## config.mk

```make
export PLATFORM = sky130hd
export DESIGN_NAME = interrupt_slot_bitmap_allocator_core
export DESIGN_NICKNAME = d
export VERILOG_FILES = /design/src/isba_pkg.sv /design/src/interrupt_slot_bitmap_allocator_core.sv
export SDC_FILE = /design/constraint.sdc
export NUM_CORES = 1
export LEC_CHECK = 0
export BUFFER_PORTS_ARGS = -buffer_cell sky130_fd_sc_hd__buf_2
export CORE_MARGIN = 2
export CORE_UTILIZATION = 55
export CTS_BUF_LIST = sky130_fd_sc_hd__clkbuf_8
export DETAILED_ROUTE_END_ITERATION = 8
export GPL_TIMING_DRIVEN = 0
export PLACE_DENSITY_LB_ADDON = 0.1
export RECOVER_POWER = 25
export SYNTH_ARGS = -nofsm -noshare
export SYNTH_HDL_FRONTEND = slang
export SYNTH_SLANG_ARGS = --single-unit
```

## constraint.sdc

```tcl
create_clock -name clk -period 5.02 [get_ports clk]
set_input_delay 0.251 -clock clk [delete_from_list [all_inputs] [get_ports clk]]
set_output_delay 0.251 -clock clk [all_outputs]
set_load 0.1 [all_outputs]
```

## src/isba_pkg.sv

```systemverilog
// Package of the interrupt slot allocator: constants, command codes and beat types.
`default_nettype none
package isba_pkg;

  localparam int NUM_SLOTS = 32;

  // Slots that exist in the pool
  localparam logic [31:0] POOL_MASK =
    (NUM_SLOTS >= 32) ? 32'hffff_ffff : ((32'd1 << NUM_SLOTS) - 32'd1);

  localparam logic [1:0] CMD_COUNT = 2'd0;
  localparam logic [1:0] CMD_ALLOC = 2'd1;
  localparam logic [1:0] CMD_BLOCK = 2'd2;
  localparam logic [1:0] CMD_FREE  = 2'd3;

  typedef struct packed {
    logic [1:0]        cmd;
    logic [5:0]        count;
    logic signed [7:0] slot;
  } in_beat_t;

  typedef struct packed {
    logic       status;
    logic       slot_valid;
    logic [4:0] slot_index;
    logic [5:0] free_count;
    logic       last;
  } out_beat_t;

endpackage
`default_nettype wire

```

## src/interrupt_slot_bitmap_allocator_core.sv

```systemverilog
// Interrupt slot bitmap allocator: command decode, slot scan and block search.
//
// Usage:
//   A command beat (in_beat) is taken at a rising edge where start is high
//   and busy is low. Results appear on out_beat, each marked by out_strobe
//   high for a single cycle; the last result of a command has last set. The
//   receiver has no way to stall, so every strobed beat must be captured.
// Latency and throughput:
//   Count free, free one slot, failed any-slot allocations and empty ones:
//   one result in the cycle after the command; busy stays low, so commands
//   of this kind can be issued every cycle.
//   Allocate any n: the scanner steps one slot per cycle from slot 0 and
//   emits a beat for each free slot it claims.
//   Aligned block of n: the block checker tests one candidate base per
//   cycle (shift of the block mask and one compare). Both keep busy high
//   while they run, so no new command is taken until they finish.
// Reset:
//   rst_n low (synchronous) marks every slot free, returns to idle and
//   drops out_strobe.
`default_nettype none
module interrupt_slot_bitmap_allocator_core (
  input  wire               clk,
  input  wire               rst_n,
  input  wire               start,
  output logic              busy,
  input  wire isba_pkg::in_beat_t in_beat,
  output logic              out_strobe,
  output isba_pkg::out_beat_t out_beat
);
  import isba_pkg::*;

  localparam logic [1:0] ST_IDLE  = 2'd0;
  localparam logic [1:0] ST_SCAN  = 2'd1;
  localparam logic [1:0] ST_BLOCK = 2'd2;

  logic [1:0]  state_r, state_nxt;
  logic [31:0] used_r, used_nxt;
  logic [5:0]  free_r, free_nxt;
  logic [5:0]  n_r, n_nxt;
  logic [5:0]  rem_r, rem_nxt;
  logic [4:0]  idx_r, idx_nxt;
  logic [5:0]  base_r, base_nxt;
  logic [31:0] mask_r, mask_nxt;
  logic        strobe_r, strobe_nxt;
  out_beat_t   out_r, out_nxt;

  logic [31:0] low_mask;
  logic [6:0]  block_end;
  logic        slot_ok;

  // Block mask of n ones at base 0; n of 32 or more gives the full word
  assign low_mask = (in_beat.count >= 6'd32) ? 32'hffff_ffff
                  : ((32'd1 << in_beat.count[4:0]) - 32'd1);
  assign block_end = {1'b0, base_r} + {1'b0, n_r};
  assign slot_ok = (in_beat.slot[7] == 1'b0) && (in_beat.slot[6:0] < 7'(NUM_SLOTS));

  // Sequencer
  always_comb begin
    state_nxt  = state_r;
    used_nxt   = used_r;
    free_nxt   = free_r;
    n_nxt      = n_r;
    rem_nxt    = rem_r;
    idx_nxt    = idx_r;
    base_nxt   = base_r;
    mask_nxt   = mask_r;
    strobe_nxt = 1'b0;
    out_nxt    = out_r;
    case (state_r)
      ST_IDLE: begin
        if (start) begin
          out_nxt.status     = 1'b0;
          out_nxt.slot_valid = 1'b0;
          out_nxt.slot_index = 5'd0;
          out_nxt.free_count = free_r;
          out_nxt.last       = 1'b1;
          case (in_beat.cmd)
            CMD_COUNT: begin
              strobe_nxt = 1'b1;
            end
            CMD_ALLOC: begin
              if (free_r < in_beat.count) begin
                out_nxt.status = 1'b1;
                strobe_nxt     = 1'b1;
              end else if (in_beat.count == 6'd0) begin
                strobe_nxt = 1'b1;
              end else begin
                rem_nxt   = in_beat.count;
                idx_nxt   = 5'd0;
                free_nxt  = free_r - in_beat.count;
                state_nxt = ST_SCAN;
              end
            end
            CMD_BLOCK: begin
              if (in_beat.count == 6'd0) begin
                out_nxt.slot_valid = 1'b1;
                strobe_nxt         = 1'b1;
              end else begin
                n_nxt     = in_beat.count;
                base_nxt  = 6'd0;
                mask_nxt  = low_mask & POOL_MASK;
                state_nxt = ST_BLOCK;
              end
            end
            CMD_FREE: begin
              if (slot_ok && used_r[in_beat.slot[4:0]]) begin
                used_nxt[in_beat.slot[4:0]] = 1'b0;
                out_nxt.free_count          = free_r + 6'd1;
                free_nxt                    = free_r + 6'd1;
              end
              strobe_nxt = 1'b1;
            end
            default: begin
              strobe_nxt = 1'b1;
            end
          endcase
        end
      end
      // One slot per cycle; free_r already holds the count after the command
      ST_SCAN: begin
        if (!used_r[idx_r]) begin
          used_nxt[idx_r]    = 1'b1;
          out_nxt.status     = 1'b0;
          out_nxt.slot_valid = 1'b1;
          out_nxt.slot_index = idx_r;
          out_nxt.free_count = free_r;
          out_nxt.last       = (rem_r == 6'd1);
          strobe_nxt         = 1'b1;
          rem_nxt            = rem_r - 6'd1;
          if (rem_r == 6'd1) begin
            state_nxt = ST_IDLE;
          end
        end
        idx_nxt = idx_r + 5'd1;
      end
      // One candidate base per cycle
      ST_BLOCK: begin
        out_nxt.slot_index = 5'd0;
        out_nxt.last       = 1'b1;
        if (block_end > 7'(NUM_SLOTS)) begin
          out_nxt.status     = 1'b1;
          out_nxt.slot_valid = 1'b0;
          out_nxt.free_count = free_r;
          strobe_nxt         = 1'b1;
          state_nxt          = ST_IDLE;
        end else if ((used_r & mask_r) == 32'd0) begin
          used_nxt           = used_r | mask_r;
          free_nxt           = free_r - n_r;
          out_nxt.status     = 1'b0;
          out_nxt.slot_valid = 1'b1;
          out_nxt.slot_index = base_r[4:0];
          out_nxt.free_count = free_r - n_r;
          strobe_nxt         = 1'b1;
          state_nxt          = ST_IDLE;
        end else begin
          base_nxt = block_end[5:0];
          mask_nxt = (mask_r << n_r) & POOL_MASK;
        end
      end
      default: begin
        state_nxt = ST_IDLE;
      end
    endcase
  end

  // Control state
  always_ff @(posedge clk) begin
    if (!rst_n) begin
      state_r  <= ST_IDLE;
      used_r   <= 32'd0;
      free_r   <= 6'(NUM_SLOTS);
      strobe_r <= 1'b0;
    end else begin
      state_r  <= state_nxt;
      used_r   <= used_nxt;
      free_r   <= free_nxt;
      strobe_r <= strobe_nxt;
    end
  end

  // Working registers and result payload
  always_ff @(posedge clk) begin
    n_r    <= n_nxt;
    rem_r  <= rem_nxt;
    idx_r  <= idx_nxt;
    base_r <= base_nxt;
    mask_r <= mask_nxt;
    out_r  <= out_nxt;
  end

  assign busy       = (state_r != ST_IDLE);
  assign out_strobe = strobe_r;
  assign out_beat   = out_r;

endmodule
`default_nettype wire

```

==> results.cfg <==
[floorplan]
die_h_um = 132
core_area_mm2 = 0.0159
die_w_um = 132
initial_core_util_pct = 56.5
dieArea_mm2 = 0.0174
io_pins = 35
rows = 46

[setup_path]
crit_arrival_ns = 4.87
r2r_cells = 13
required_ns = 5.13
crit_type = reg2reg
path_max_fanout = 19
worstSetupStartpointType = register
worstSetupEndpointType = register

[yosys]
syn_area_per_cell_um2 = 8.49
post-synth-top-count-cell = nand2_1
synth_edf_count = 69
seq_area_frac_synth_pct = 32.1
yosys_warnings = 0
yosysUniqueCellTypes = 78
synth_nets = 1114
postSynthCellCount = 1060
ys.flop_type = edfxtp_1
synth_area_leaders = edfxtp_1 (23%), dfxtp_1 (9.1%), mux2i_1 (7.1%)
synth_async_sr_flop_share_pct = 0
syn_area_mm2 = 0.00900
synth_top_area_cell = edfxtp_1
ys_seq_elements = 110
synth_common_cells = nand2_1 (114), a21oi_1 (82), nor2_1 (71)
synth_top_area_share_pct = 23.0

[clock_network]
cts_tree = yes
hold_buffers = 0
clk_path_buf_depth = 2
clock-root-buffer = clkbuf_8
cts_buffers = 9
clk_pin_slew_ns = 0.12
cts_sinks = 110
clock_latency_ns = 0.40
cts_setup_buffers = 0
htree_levels = 3

[status]
status = complete, no violations

[grt]
grt_pass1_vias = 8190
grt_max_degree = 20
antenna_found_initial = 0
grt_usage_pct = 36.2
overflow = 0
grt_pass1_wl_um = 48600

[final_layout]
drive_above_1_share_pct = 8.12
fin_nets = 1158
antenna_cells = 0
post-route-util_pct = 60.1
fin_cells = 1325
syn2layout_area_growth_pct = 6.49

[sta]
finalHoldViolCount = 0
layout_setup_ws_ns = 0.266
slew_violations = 0
slew-limit-headroom_pct = 10.3
tightest_slew_ns = 1.33
tns_ns = 0
fin_crit_ns = 4.75
setup_viol = 0
skew_ns = 0.0136
rsz0062_at_grt = no
max_freq_mhz = 210
final.period_utilization_pct = 94.7

[hold_path]
whs_path_depth = 1
hp-class = in2reg

[pwr]
total_power_uw = 3030
p_switching_uw = 1400
p_int_uw = 1620
p_seq_share_pct = 39.0
switching_share_pct = 46.4
p_leak_uw = 0.00332
p_per_area_mw_per_mm2 = 316
combPwrFrac_pct = 43.5
vdd_drop_max_mv = 0.240
clkPwrFrac_pct = 17.5

[route]
via_per_inst = 6.87
ant_nets = 0
drt-total-wl_um = 32000
drt-initial-drc-count = 1080
firstDrtPassIters = 6
vias = 9098
drc = 0
wire_per_inst_um = 24.2

[placement]
place.port_buffers = 32
pre_cts_ws_ns = -0.231
dp_hpwl_um = 24400
gp_congestion = 1.01
dpl.cell_count = 1308

[job]
drv_cap = 0
[sequential cells by signal, summed over array words and instances, names as in the netlist]
signal,count
n_r,6
state_r,2
out_strobe,1
idx_r,5
mask_r,32
used_r,32
out_beat,14
base_r,6
free_r,6
rem_r,6
[metal layers]
metal | vias to the layer above | track usage (%) | share of wire [%]
met1 | 4290 | 51.2 | 41
met5 | - | 0 | 0
met4 | 0 | 14.7 | 4.1
met3 | 101 | 5.88 | 11
li1 | 4096 | - | -
met2 | 611 | 55.5 | 44
[cell type report]
type / instances / area, um^2
Buffer: 84 / 352
Clock buffer: 9 / 124
Clock inverter: 7 / 48.8
Fill cell: 1474 / 6360
Inverter: 33 / 124
Multi-Input combinational cell: 834 / 5640
Sequential cell: 110 / 2890
Tap cell: 216 / 270
Timing Repair Buffer: 32 / 133
[power groups by stage]
stage               logic (uW)  clock network, uW  registers [uW]
CTS                       1300                530            1170
floorplan                  731                  0            1430
global placement          1290                  0            1190
finish                    1320                529            1180
global route              1400                562            1190
detailed placement        1290                  0            1190
[per-stage QoR]
stage	area [um^2]	hold WS, ns
2_1_floorplan	9000	0.350
3_3_place_gp	9430	0.455
3_5_place_dp	9430	0.458
4_1_cts	9620	0.0326
5_1_grt	9590	0.0596
6_report	9590	0.0729
[cells in the final DEF (no fill, tap or decap), drive strengths merged, types with 8 or more instances in the layout]
master	n
nand2b	19
a21o	9
a21oi	82
mux2i	64
nand3b	9
buf	31
o21a	9
edfxtp	69
nand3	26
a22oi	24
nand2	114
o311ai	10
or3	11
xnor2	8
mux4	15
a31oi	12
dfxtp	41
nor3	66
o211ai	10
o21ai	64
o22ai	46
nor2	71
ha	32
mux2	11
xor2	13
clkbuf	94
nand4	8
inv	32
[worst max-delay path, stage by stage (launching register included)]
cell	delay, ns
edfxtp_1	0.39
buf_2	0.27
clkbuf_1	0.50
clkbuf_2	0.39
inv_1	0.24
fa_1	0.49
nand2b_1	0.19
a21oi_1	0.16
xor2_1	0.11
o31a_1	0.29
or2_2	0.34
o21ai_1	0.42
o21a_4	0.40
o41a_1	0.25
[worst paths after layout]
check	startpoint	endpoint	slack (ns)
setup reg to reg	n_r[1]	mask_r[31]	0.27
hold reg to reg	state_r[0]	state_r[0]	0.53
hold / removal	in_beat[11]	n_r[3]	0.07
setup / recovery	n_r[1]	mask_r[31]	0.27
[kinds of logic (layout without fill, tap and decap cells)]
family | Yosys count | after routing | synth area share (%)
flops | 110 | 110 | 32.1
xor+xnor | 21 | 21 | 2.04
simple gates | 363 | 363 | 19.6
compound gates | 324 | 325 | 23.5
fa+ha+maj | 35 | 35 | 5.12
mux | 90 | 90 | 12.2
buf+inv | 117 | 165 | 5.37
[timing repair]
item,in CTS,in global routing
gates resized for setup,2,2
cloned,1,0
setup endpoints to repair,38,21
(Power assumes the default switching activity.)
